<file path="config.mk">
export PLATFORM = sky130hd
export DESIGN_NAME = wtdp_emit
export DESIGN_NICKNAME = d
export VERILOG_FILES = /design/src/hdl/wtdp_pkg.sv /design/src/hdl/wtdp_emit.sv
export SDC_FILE = /design/constraint.sdc
export NUM_CORES = 1
export LEC_CHECK = 0
export BUFFER_PORTS_ARGS = -buffer_cell sky130_fd_sc_hd__buf_2
export CAP_MARGIN = 40
export CORE_UTILIZATION = 50
export CTS_CLUSTER_DIAMETER = 60
export DETAILED_ROUTE_END_ITERATION = 8
export PLACE_DENSITY = 0.85
export SKIP_CTS_REPAIR_TIMING = 1
export SLEW_MARGIN = 20
export SYNTH_ARGS = -nofsm -noshare
export SYNTH_HDL_FRONTEND = slang
export SYNTH_SLANG_ARGS = --single-unit
</file>
<file path="constraint.sdc">
create_clock -name clk_i -period 6.3 [get_ports clk_i]
set_input_delay 0.63 -clock clk_i [delete_from_list [all_inputs] [get_ports clk_i]]
set_output_delay 0.63 -clock clk_i [all_outputs]
set_load 0.01 [all_outputs]
</file>
<file path="src/hdl/wtdp_pkg.sv">
// shared types, widths, constants and the arctangent table of the waypoint planner
// no dependencies
`timescale 1ns / 1ps

package wtdp_pkg;

  // field widths
  localparam int POS_W  = 24;
  localparam int HDG_W  = 17;
  localparam int AMT_W  = 25;
  localparam int KIND_W = 2;

  // stream packing
  localparam int IN_TDATA_W  = 120;
  localparam int OUT_TDATA_W = 48;
  localparam int CX_LSB = 0;
  localparam int CY_LSB = CX_LSB + POS_W;
  localparam int CH_LSB = CY_LSB + POS_W;
  localparam int GX_LSB = CH_LSB + HDG_W;
  localparam int GY_LSB = GX_LSB + POS_W;
  localparam int AMT_LSB = 0;
  localparam int PHD_LSB = AMT_LSB + AMT_W;
  localparam int OUT_PAD_W = OUT_TDATA_W - AMT_W - HDG_W;

  // datapath widths
  localparam int DIFF_W = POS_W + 1;
  localparam int MAG_W  = DIFF_W;
  localparam int CRD_W  = MAG_W + 11;
  localparam int ANG_W  = 25;
  localparam int ATAN_W = 22;
  localparam int ATAN_LEN = 24;
  localparam int TURN_W = HDG_W + 2;
  localparam int TMAG_W = 16;
  localparam int SQ_W   = 2 * MAG_W;
  localparam int ROOT_W = SQ_W / 2;
  localparam int REM_W  = ROOT_W + 2;
  localparam int SQRT_STEPS = SQ_W / 2;

  // squares, sum, root steps, rounding, saturation
  localparam int PIPE_LAT = SQRT_STEPS + 4;

  // angles in degrees * 65536
  localparam logic [ANG_W-1:0] DEG90_Q16  = ANG_W'(5898240);
  localparam logic [ANG_W-1:0] DEG180_Q16 = ANG_W'(11796480);
  localparam logic [ANG_W-1:0] DEG360_Q16 = ANG_W'(23592960);
  localparam logic [ANG_W:0]   ROUND_Q16  = (ANG_W + 1)'(128);

  // angles in degrees * 256
  localparam logic [HDG_W:0]          FULL_Q8   = (HDG_W + 1)'(92160);
  localparam logic signed [TURN_W-1:0] TURN_FULL = TURN_W'(92160);
  localparam logic signed [TURN_W-1:0] TURN_HALF = TURN_W'(46080);
  localparam logic [AMT_W-1:0]        TURN_MAX_Q8 = AMT_W'(46080);

  localparam logic [AMT_W-1:0] AMOUNT_MAX = '1;

  typedef enum logic [KIND_W-1:0] {
    MOVE_CW   = 2'd0,
    MOVE_CCW  = 2'd1,
    MOVE_FWD  = 2'd2,
    MOVE_STOP = 2'd3
  } move_kind_e;

  typedef enum logic [1:0] {
    PH_IDLE,
    PH_TURN,
    PH_FWD,
    PH_STOP
  } phase_e;

  // quadrant and axis information that travels beside the cordic
  typedef struct packed {
    logic             adx_zero;
    logic             ady_zero;
    logic             dx_neg;
    logic             dy_neg;
    logic [HDG_W-1:0] cur_hdg;
  } side_t;

  // planned turn handed to the move sequencer
  typedef struct packed {
    logic              has_turn;
    logic              ccw;
    logic [TMAG_W-1:0] mag;
    logic [HDG_W-1:0]  heading;
  } turn_t;

  // atan(2^-i) in degrees * 65536
  function automatic logic [ATAN_W-1:0] atan_q16(input int unsigned idx);
    logic [ATAN_W-1:0] v;
    case (idx)
      0:  v = 22'd2949120;
      1:  v = 22'd1740967;
      2:  v = 22'd919879;
      3:  v = 22'd466945;
      4:  v = 22'd234379;
      5:  v = 22'd117304;
      6:  v = 22'd58666;
      7:  v = 22'd29335;
      8:  v = 22'd14668;
      9:  v = 22'd7334;
      10: v = 22'd3667;
      11: v = 22'd1833;
      12: v = 22'd917;
      13: v = 22'd458;
      14: v = 22'd229;
      15: v = 22'd115;
      16: v = 22'd57;
      17: v = 22'd29;
      18: v = 22'd14;
      19: v = 22'd7;
      20: v = 22'd4;
      21: v = 22'd2;
      22: v = 22'd1;
      default: v = '0;
    endcase
    return v;
  endfunction

endpackage

</file>
<file path="src/hdl/wtdp_emit.sv">
// move sequencer: turns one plan into turn, forward and stop transfers
// depends on wtdp_pkg
`timescale 1ns / 1ps

module wtdp_emit import wtdp_pkg::*; (
  input  logic              clk_i,
  input  logic              rst_ni,
  input  logic              plan_valid_i,
  input  turn_t             turn_i,
  input  logic [AMT_W-1:0]  dist_i,
  output logic              ready_o,
  output logic              valid_o,
  input  logic              tready_i,
  output move_kind_e        kind_o,
  output logic [AMT_W-1:0]  amount_o,
  output logic [HDG_W-1:0]  heading_o,
  output logic              last_o
);

  phase_e           state_q;
  phase_e           state_d;
  turn_t            turn_q;
  logic [AMT_W-1:0] dist_q;
  logic             load;

  // a new plan is taken when idle or while the stop move of the previous one goes out
  assign ready_o = (state_q == PH_IDLE) || ((state_q == PH_STOP) && tready_i);
  assign load    = plan_valid_i && ready_o;

  always_comb begin
    state_d = state_q;
    case (state_q)
      PH_IDLE: begin
        if (plan_valid_i) begin
          state_d = turn_i.has_turn ? PH_TURN : PH_FWD;
        end
      end
      PH_TURN: begin
        if (tready_i) begin
          state_d = PH_FWD;
        end
      end
      PH_FWD: begin
        if (tready_i) begin
          state_d = PH_STOP;
        end
      end
      PH_STOP: begin
        if (tready_i) begin
          if (plan_valid_i) begin
            state_d = turn_i.has_turn ? PH_TURN : PH_FWD;
          end else begin
            state_d = PH_IDLE;
          end
        end
      end
      default: state_d = PH_IDLE;
    endcase
  end

  always_ff @(posedge clk_i or negedge rst_ni) begin
    if (!rst_ni) begin
      state_q <= PH_IDLE;
    end else begin
      state_q <= state_d;
    end
  end

  always_ff @(posedge clk_i) begin
    if (load) begin
      turn_q <= turn_i;
      dist_q <= dist_i;
    end
  end

  always_comb begin
    valid_o   = 1'b0;
    kind_o    = MOVE_STOP;
    amount_o  = '0;
    heading_o = '0;
    last_o    = 1'b0;
    case (state_q)
      PH_IDLE: begin
        valid_o = 1'b0;
      end
      PH_TURN: begin
        valid_o   = 1'b1;
        kind_o    = turn_q.ccw ? MOVE_CCW : MOVE_CW;
        amount_o  = AMT_W'(turn_q.mag);
        heading_o = turn_q.heading;
      end
      PH_FWD: begin
        valid_o  = 1'b1;
        kind_o   = MOVE_FWD;
        amount_o = dist_q;
      end
      PH_STOP: begin
        valid_o = 1'b1;
        kind_o  = MOVE_STOP;
        last_o  = 1'b1;
      end
      default: valid_o = 1'b0;
    endcase
  end

endmodule

</file>
Word-level counts from Yosys, hierarchy flattened
Index checks and enable logic that the tools add are counted.
- bits in registers: 61
- bits of input ports: 64
- output and inout port bits: 47
- logic and storage cells: 31
- equal/unequal tests: 7
- mux-type cells: 13
- reductions and logical operators: 6
- operator list (cell ; number):
    $pmux W25 S2 ; 1
    $mux W17 ; 1
    $mux W2 ; 6
    $ne A2 B2 Y1 const B ; 4
    $pmux W2 S4 ; 1
    $eq A2 B2 Y1 const B ; 2
    $pmux W2 S2 ; 1
    $reduce_and A4 Y1 ; 1
    $reduce_or A3 Y1 ; 1
    $eq A2 B1 Y1 const B ; 1
    $logic_and A1 B1 Y1 ; 2
    $logic_not A2 Y1 ; 1
    $mux W1 ; 2
    $pmux W1 S2 ; 1
    $logic_or A1 B1 Y1 ; 1

Depth between registers and ports, before layout
Gate-level depths: netlist (run 1).
- depth after elaboration: 4
- mapped depth: 7
- gate-level depth less buffers: 5

Least setup slack after synthesis (run 1)
Ideal clock, no wire load.
- kind: reg-to-reg
- start point: reg state_q[0]
- end point: reg dist_q[0] (enable)
- library setup time: 0.423 ns
- arrival: 2.256 ns
- path slack: 3.621 ns
- stages on the path, launching flop included: 6
- clock period less this slack: 2.679 ns
- cell sequence: dfrtp_1 inv_1 ha_1 inv_1 nand2_1 and2_1
- longest elaborated chain between the ends: 4
- elaborated cells on any way between the ends: 5
- classes of those cells: eq/ne: 1; reduce/logical: 4
- RTL lines (item ; line ; RTL):
    start: declaration ; wtdp_emit.sv:20 ; phase_e state_q;
    start signal: assignment ; wtdp_emit.sv:65 ; state_q <= state_d;
    $eq A2 B2 Y1 ; wtdp_emit.sv:27 ; assign ready_o = (state_q == PH_IDLE) || ((state_q == PH_STOP) && tready_i);
    $logic_and A1 B1 Y1 ; wtdp_emit.sv:27 ;
    $logic_or A1 B1 Y1 (*) ; wtdp_emit.sv:27 ;
    net ready_o ; wtdp_emit.sv:11 ; output logic ready_o,
    $logic_and A1 B1 Y1 (*) ; wtdp_emit.sv:28 ; assign load = plan_valid_i && ready_o;
    net load ; wtdp_emit.sv:24 ; logic load;
    end signal: assignment ; wtdp_emit.sv:72 ; dist_q <= dist_i;
    end: declaration ; wtdp_emit.sv:23 ; logic [AMT_W-1:0] dist_q;
Mark *: on every way through the listed nets, which the timed path passes. The rest lies on a longest branch.
A chain may end at the register's enable or synchronous reset.

Worst setup path after layout (run 1)
- start point: reg state_q[1]
- end point: out kind_o[0]
- longest elaborated chain between the ends: 2
- elaborated cells on any way between the ends: 3
- classes of those cells: eq/ne: 2; mux: 1
- RTL lines (item ; line ; RTL):
    $eq A2 B2 Y1 / $eq A2 B1 Y1 (equally long branches) ; wtdp_emit.sv:82 ; case (state_q)
    $pmux W2 S2 (*) ; wtdp_emit.sv:82 ;
    end: declaration ; wtdp_emit.sv:14 ; output move_kind_e kind_o,
Mark *: on every way between the ends. The rest lies on a longest branch, timed or not.

==> flow_summary.toml, run 1 <==
[worst_hold_path]
hp-class = "primary input to async pin"

[clocking]
htree_levels = 3
cts_tree = "done"
clock-sinks = 61
cts_buffers = 9
root_buffer = "clkbuf_8"
clk_pin_slew_worst_paths_ps = 60
cts.path.max_buffers = 2
insertion_delay_ps = 330

[synthesis]
synth_area_leaders = "edfxtp_1, and2_1, a22oi_1"
yosysWarnings = 0
netlist_area_mm2 = 0.002454
synth.top_cell.area_share = 0.7221
seq_area_frac_synth = 0.7425
ys_types = 18
syn_inst = 153
yosys_register_bits = 61
synth_nets = 224
synth_top_area_cell = "edfxtp_1"
syn_avg_cell_area_um2 = 16.04

[placement]
portBuffers = 110
dp_slack_ps = 3945
gp_congestion = 0.7377
placedInstanceArea_mm2 = 0.003063
dp_hpwl_mm = 3.156

[timing]
report.final.hold_viol_count = 0
setup_ws_ps = 3590
drv_slew = 0
fin_crit_ps = 2710
min_period_over_period = 0.4302
final.setup_skew_ps = 5.745
tns_ps = 0
fmax_ghz = 0.3690
hold_slack_ps = 75.25
tightest_slew_ps = 723.5
slew_headroom = 0.5176
setup_viol = 0
rsz0062_at_grt = "no"

[global_routing]
track_usage = 0.1839
grt_overflow = 0
grt_pass1_wl_mm = 6.969
grt_pass1_vias = 1621
grt_antenna_before_repair = 0
grt_max_degree = 60

[finish]
drive_gt1_frac = 0.4725
syn2layout_area_growth_pct = 32.23
multi_input_area_um2 = 569.3
seq_area_mm2 = 0.001822
fin_area_mm2 = 0.003244
fillerInstances = 343
diodes = 0
nNetsFinal = 339

[pwr]
powerDensity_mw_per_mm2 = 443.3
p_comb_frac = 0.365
seqPwrFrac = 0.410
p_int_mw = 0.9629
p_clk_frac = 0.224
switching_share = 0.3306
peakVddDrop_v = 0.0002363
power_leakage_nw = 1.411
p_sw_mw = 0.4755

[routing]
routedWlPerCell_um = 13.68
ant_nets = 0
viasPerCell = 4.821
dr.pass1.iters = 4
wl_mm = 4.652
vias = 1639
drtIter0Drc = 55
drc_errors = 0

[setup_path]
critPathRequiredTime_ps = 5670
critPathLaunchType = "flip-flop"
slowest_stage = "dfrtp_1"
max_stage_delay_ps = 440
cp_common_cell = "inv_1"
rrSetupSlack_ps = 4240
crit_path_max_fanout = 26
path_cells = "inv_1 > ha_1 > buf_4 > inv_1 > nor2_1 > a21oi_1 > buf_2"
rr_worst_depth = 6
cp_data_arrival_time_ps = 2080
path_class = "flip-flop to output port"
cp-end-kind = "output port"

[floorplan]
coreArea_mm2 = 0.004723
die_w_um = 72.05
io_pins = 111
start_util = 0.5195
rows = 25
die_h_um = 72.05
die_area_mm2 = 0.005191

[run]
cap_violations = 0

[status]
status = "finished clean"
-- layout make-up --
type,instances,area share
inverter,6,0.006942
multi-input combinational,78,0.1755
clock buffer,10,0.03934
clock inverter,6,0.01658
tap,67,0.02584
timing repair buffer,112,0.1743
sequential,61,0.5615
-- synthesized netlist by cell type (all sizes together) --
cell type	count
dfrtp	2
buf	4
and2	27
ha	7
nor2b	16
nor2	2
nor3	1
clkbuf	4
inv	6
o2bb2ai	1
a22oi	16
edfxtp	59
a21oi	2
mux2	2
o22ai	2
nand2	2
-- placed cells by master, fill, tap and decap left out, drive strengths merged, types with 5 or more instances in the layout --
cell / Yosys / final
edfxtp: 59 / 59
buf: 4 / 112
nor2b: 16 / 16
ha: 7 / 7
clkbuf: 4 / 10
clkinv: 0 / 5
and2: 27 / 27
inv: 6 / 6
a22oi: 16 / 16
-- flip-flops by register name (all words and copies together) (netlist names) --
register / flops
dist_q: 25
state_q: 2
turn_q: 34
-- final timing paths --
kind | startpoint | to
min in group clk_i | dist_i[2] | dist_q[2]$_DFFE_PP_
worst max-delay path | state_q[1]$_DFFE_PN0P_ | kind_o[0]
worst min register to register | state_q[1]$_DFFE_PN0P_ | state_q[1]$_DFFE_PN0P_
worst max register to register | state_q[1]$_DFFE_PN0P_ | state_q[0]$_DFFE_PN0P_
worst min-delay path | rst_ni | state_q[0]$_DFFE_PN0P_
max in group asynchronous | rst_ni | state_q[1]$_DFFE_PN0P_
-- worst max-delay path: cells and delay by family, from the launching register on --
kind / cells / cell delay, ps
simple gates: 1 / 110
compound gates: 1 / 40
flops: 1 / 440
fa+ha+maj: 1 / 420
buf+inv: 4 / 720
-- per-layer routing --
| metal | part of all wire | vias to the layer above | wire length, um | track usage |
|---|---|---|---|---|
| met2 | 0.53 | 76 | 2471 | 0.3323 |
| met1 | 0.38 | 766 | 1774 | 0.1910 |
| met4 | 0.026 | 0 | 119 | 0.1111 |
| met5 | 0 | - | 0 | 0 |
| li1 | - | 786 | - | - |
| met3 | 0.062 | 11 | 287 | 0.04861 |
-- logic make-up after synthesis --
logic type | Yosys count | share of synthesized area
flip-flops | 61 | 0.7425
AND/OR/NAND/NOR | 48 | 0.1224
AO/OA/AOI/OAI | 21 | 0.06426
buffers and inverters | 14 | 0.02600
adder cells (fa/ha/maj) | 7 | 0.03569
multiplexers | 2 | 0.009178
-- per-stage QoR --
stage | std cells | power (mW) | utilization
finish | 340 | 1.438 | 0.6869
global route | 340 | 1.528 | 0.6869
CTS | 340 | 1.457 | 0.6869
detailed placement | 324 | 1.130 | 0.6485
global placement | 324 | 1.112 | 0.6485
floorplan | 153 | 0.9445 | -
-- power groups by stage --
stage                     Clock [mW]  Sequential (mW)  Combinational [mW]
final                          0.323            0.590               0.526
after global routing           0.352            0.598               0.578
after CTS                      0.331            0.591               0.534
after detailed placement           0            0.599               0.531
after global placement             0            0.595               0.517
after floorplan                    0            0.593               0.351
(Power assumes the default switching activity.)
==> run 2, diff against run 1 <==
CORE_UTILIZATION = 46   (was 50)
PLACE_DENSITY = 0.8   (was 0.85)
clock period = 2.84 ns   (was 6.3 ns; I/O delays follow)
==> flow_summary.toml, run 2 (synthesized netlist as in run 1, its figures left out) <==
[finish]
regMostFlops = "turn_q"
diodes = 0
fin_area_mm2 = 0.003244
drive_gt1_frac = 0.4599
syn2layout_area_growth_pct = 32.23
mostFrequentLayoutCell = "buf_2"
fillerInstances = 394
largest_reg_flops = 34
nNetsFinal = 341
layout_common_cells = "buf_2, edfxtp_1, and2_1, a22oi_1, nor2b_1"
top_regs = "turn_q x34, dist_q x25, state_q x2"

[placement]
dp_hpwl_mm = 3.452
gp_congestion = 0.6961
placedInstanceArea_mm2 = 0.003087
portBuffers = 110

[timing]
tns_ps = 0
tightest_slew_ps = 672.8
report.final.hold_viol_count = 0
min_period_over_period = 0.8307
fmax_ghz = 0.4239
final.setup_skew_ps = 3.080
setup_viol = 0
slew_headroom = 0.5515
drv_slew = 0
fin_crit_ps = 2359
rsz0062_at_grt = "no"

[routing]
routedWlPerCell_um = 14.34
wl_mm = 4.934
drc_errors = 0
drtIter0Drc = 83
dr.pass1.iters = 4
vias = 1613
viasPerCell = 4.689
ant_nets = 0

[clocking]
clk_pin_slew_worst_paths_ps = 60
cts_buffers = 9
clock-sinks = 61
insertion_delay_ps = 330
root_buffer = "clkbuf_8"
htree_levels = 3
cts_tree = "done"
cts.path.max_buffers = 2

[status]
status = "finished clean"

[setup_path]
r2r-end = "dist_q[24]$_DFFE_PP_"
path_class = "flip-flop to output port"
cp_data_arrival_time_ps = 2080
crit_path_max_fanout = 18
r2r_start = "state_q[0]$_DFFE_PN0P_"
startpoint = "state_q[0]$_DFFE_PN0P_"
rrSetupSlack_ps = 920
rr_worst_depth = 6
critPathLaunchType = "flip-flop"
critPathRequiredTime_ps = 2560
cp-end-kind = "output port"

[global_routing]
grt_max_degree = 45
track_usage = 0.1769
grt_overflow = 0
grt_antenna_before_repair = 0
grt_pass1_wl_mm = 6.782
grt_pass1_vias = 1507

[floorplan]
start_util = 0.4804
io_pins = 111
coreArea_mm2 = 0.005107
die_w_um = 75.04
rows = 26
die_area_mm2 = 0.005630
die_h_um = 75.04

[pwr]
p_int_mw = 2.059
peakVddDrop_v = 0.0006172
p_clk_frac = 0.192
power_leakage_nw = 1.402
seqPwrFrac = 0.421
p_total_mw = 3.104
powerDensity_mw_per_mm2 = 956.6
p_comb_frac = 0.387
p_sw_mw = 1.045
switching_share = 0.3366

[worst_hold_path]
hp-class = "primary input to flip-flop"
whs_path_depth = 1
hold_end = "turn_q[16]$_DFFE_PP_"
hp-start = "turn_i[16]"

[run]
cap_violations = 0
-- run 2: power groups by stage --
| stage | Clock, mW | Combinational, mW | Sequential [mW] |
|---|---|---|---|
| floorplan | 0 | 0.780 | 1.32 |
| global placement | 0 | 1.19 | 1.32 |
| detailed placement | 0 | 1.21 | 1.33 |
| CTS | 0.615 | 1.22 | 1.31 |
| global route | 0.652 | 1.32 | 1.33 |
| finish | 0.596 | 1.20 | 1.31 |
-- run 2: layout make-up --
type / count / area, um2 / share of cell area
Multi-Input combinational cell: 78 / 569.3 / 0.1755
Sequential cell: 61 / 1822 / 0.5615
Tap cell: 70 / 87.58 / 0.02700
Clock inverter: 4 / 16.27 / 0.005014
Inverter: 6 / 22.52 / 0.006942
Timing Repair Buffer: 114 / 595.6 / 0.1836
Clock buffer: 11 / 131.4 / 0.04049
-- run 2: worst max-delay path by stage --
stage / endpoint / slack, ps
after global routing: amount_o[0] / 340
final: amount_o[0] / 480
after global placement: amount_o[0] / 920
after floorplan: dist_q[0]$_DFFE_PP_ / 160
after detailed placement: amount_o[0] / 890
after CTS: amount_o[8] / 510
-- run 2: stage by stage --
step	hold slack, ps	setup WS, ps	util	cells
finish	123.7	480.9	0.6352	344
global route	104.2	341.7	0.6352	344
CTS	-288.0	510.5	0.6333	343
detailed placement	70.83	887.8	0.6044	328
global placement	70.27	921.1	0.6044	328
floorplan	-11.59	160.9	-	153
-- run 2: critical path, stage by stage (launching register included) --
cell,delay [ps]
dfrtp_1,420
inv_1,150
ha_1,610
a22oi_1,190
nor2b_1,210
buf_2,170
-- run 2: routing by layer --
| metal | vias up | share of wire | wire [um] | track usage |
|---|---|---|---|---|
| met3 | 10 | 0.069 | 341 | 0.08032 |
| met5 | - | 0 | 0 | 0 |
| met2 | 69 | 0.54 | 2655 | 0.2983 |
| met1 | 747 | 0.37 | 1846 | 0.1819 |
| met4 | 0 | 0.018 | 90 | 0.1027 |
| li1 | 787 | - | - | - |
==> run 3, diff against run 2 <==
CORE_UTILIZATION = 42   (was 46)
PLACE_DENSITY = 0.77   (was 0.8)
clock period = 1.9 ns   (was 2.84 ns; I/O delays follow)
==> flow_summary.toml, run 3 (synthesized netlist as in run 1, its figures left out) <==
[status]
status = "finished clean"

[clocking]
htree_levels = 3
clock-sinks = 61
root_buffer = "clkbuf_8"
cts_buffers = 9
insertion_delay_ps = 340
cts_tree = "done"
clk_pin_slew_worst_paths_ps = 70
cts.path.max_buffers = 2

[setup_path]
cp-end-kind = "output port"
r2r-end = "turn_q[31]$_DFFE_PP_"
crit_path_max_fanout = 10
crit_path_end = "amount_o[9]"
r2r_start = "state_q[1]$_DFFE_PN0P_"
cp_data_arrival_time_ps = 1620
path_class = "flip-flop to output port"
critPathRequiredTime_ps = 1710
slowest_stage = "dfrtp_2"
cpLargestDelayFamily = "flip-flops"
max_stage_delay_ps = 430
worst-path-stages = 5
critPathLaunchType = "flip-flop"
cp.buffers_inverters = 3
rrSetupSlack_ps = 360
startpoint = "state_q[0]$_DFFE_PN0P_"
path_cells = "inv_2 > ha_1 > buf_4 > nor2b_2 > buf_2"
rr_worst_depth = 6

[finish]
nNetsFinal = 349
drive_gt1_frac = 0.5194
regMostFlops = "turn_q"
diodes = 0
postLayoutCoreUtil = 0.6146
mostFrequentLayoutCell = "buf_2"
largest_reg_flops = 34
layout_common_cells = "buf_2, edfxtp_1, and2_1, a22oi_1, nor2b_1"
top_regs = "turn_q x34, dist_q x25, state_q x2"
stdcell_count = 355
syn2layout_area_growth_pct = 39.62

[routing]
vias = 1663
drc_errors = 0
wl_mm = 5.204
dr.pass1.iters = 4
ant_nets = 0
routedWlPerCell_um = 14.66
viasPerCell = 4.685
drtIter0Drc = 47

[global_routing]
grt_max_degree = 35
grt_pass1_wl_mm = 7.776
grt_pass1_vias = 1699
grt_antenna_before_repair = 0
grt_overflow = 0
track_usage = 0.1771

[placement]
dp_hpwl_mm = 3.476
gp_congestion = 0.6864
place_inst = 336
portBuffers = 110

[timing]
drv_slew = 0
report.final.hold_viol_count = 0
tightest_slew_ps = 186.6
setup_viol = 0
min_period_over_period = 0.9507
hold_slack_ps = 22.90
final.setup_skew_ps = 8.695
fin_crit_ps = 1806
fmax_ghz = 0.5536
slew_headroom = 0.8756

[floorplan]
io_pins = 111
die_h_um = 78.43
die_area_mm2 = 0.006151
start_util = 0.4402
die_w_um = 78.43
rows = 27
coreArea_mm2 = 0.005574

[pwr]
powerDensity_mw_per_mm2 = 1537
p_total_mw = 5.264
power_leakage_nw = 1.478
peakVddDrop_v = 0.0009880

[run]
cap_violations = 0

[worst_hold_path]
hp-class = "primary input to flip-flop"
run 3: cell count changes in the layout (fill, tap and decap cells not counted), moves of 2 or more:
| cell | previous run | this run |
|---|---|---|
| buf_12 | 1 | 3 |
| dfrtp_1 | 2 | 0 |
| clkbuf_1 | 2 | 0 |
| inv_2 | 0 | 2 |
| buf_4 | 2 | 7 |
| clkinv_1 | 3 | 1 |
| ha_1 | 7 | 5 |
| inv_1 | 6 | 4 |
| bufinv_16 | 0 | 2 |
| dfrtp_2 | 0 | 2 |
run 3: worst min path at each step:
stage	startpoint	to	slack (ps)	cells after the start
2_1_floorplan	rst_ni	state_q[0]$_DFFE_PN0P_	-110	0
6_report	turn_i[28]	turn_q[28]$_DFFE_PP_	20	1
4_1_cts	rst_ni	state_q[0]$_DFFE_PN0P_	-380	1
3_5_place_dp	rst_ni	state_q[0]$_DFFE_PN0P_	-20	1
5_1_grt	turn_i[18]	turn_q[18]$_DFFE_PP_	10	1
3_3_place_gp	rst_ni	state_q[0]$_DFFE_PN0P_	-20	1
run 3: power by group:
group | total, mW | leakage (nW) | internal, mW | switching (mW)
Clock | 1.24 | 0.107 | 0.731 | 0.506
Combinational | 2.07 | 0.798 | 0.961 | 1.10
Sequential | 1.96 | 0.573 | 1.86 | 0.102
Total | 5.26 | 1.48 | 3.55 | 1.71
run 3: layout make-up:
type,count,area [um2]
Clock buffer,9,123.9
Multi-Input combinational cell,78,590.6
Tap cell,72,90.09
Sequential cell,61,1824
Fill cell,437,2148
Inverter,6,22.52
Clock inverter,7,90.09
Timing Repair Buffer,122,684.4
run 3: per-stage QoR:
step | cell area [um2] | worst slack (ps) | setup TNS [ps]
floorplan | 2456 | 164.8 | 0
CTS | 3362 | -202.4 | -1729
global placement | 3148 | 285.2 | 0
global route | 3426 | -8.944 | -15.92
detailed placement | 3148 | 177.3 | 0
finish | 3426 | 93.73 | 0
run 3: per-layer routing:
metal / up-vias / GRT usage / routed length [um]
li1: 802 / - / -
met1: 761 / 0.1962 / 2059
met5: - / 0 / 0
met4: 0 / 0.1315 / 145
met2: 88 / 0.2684 / 2426
met3: 12 / 0.07907 / 573
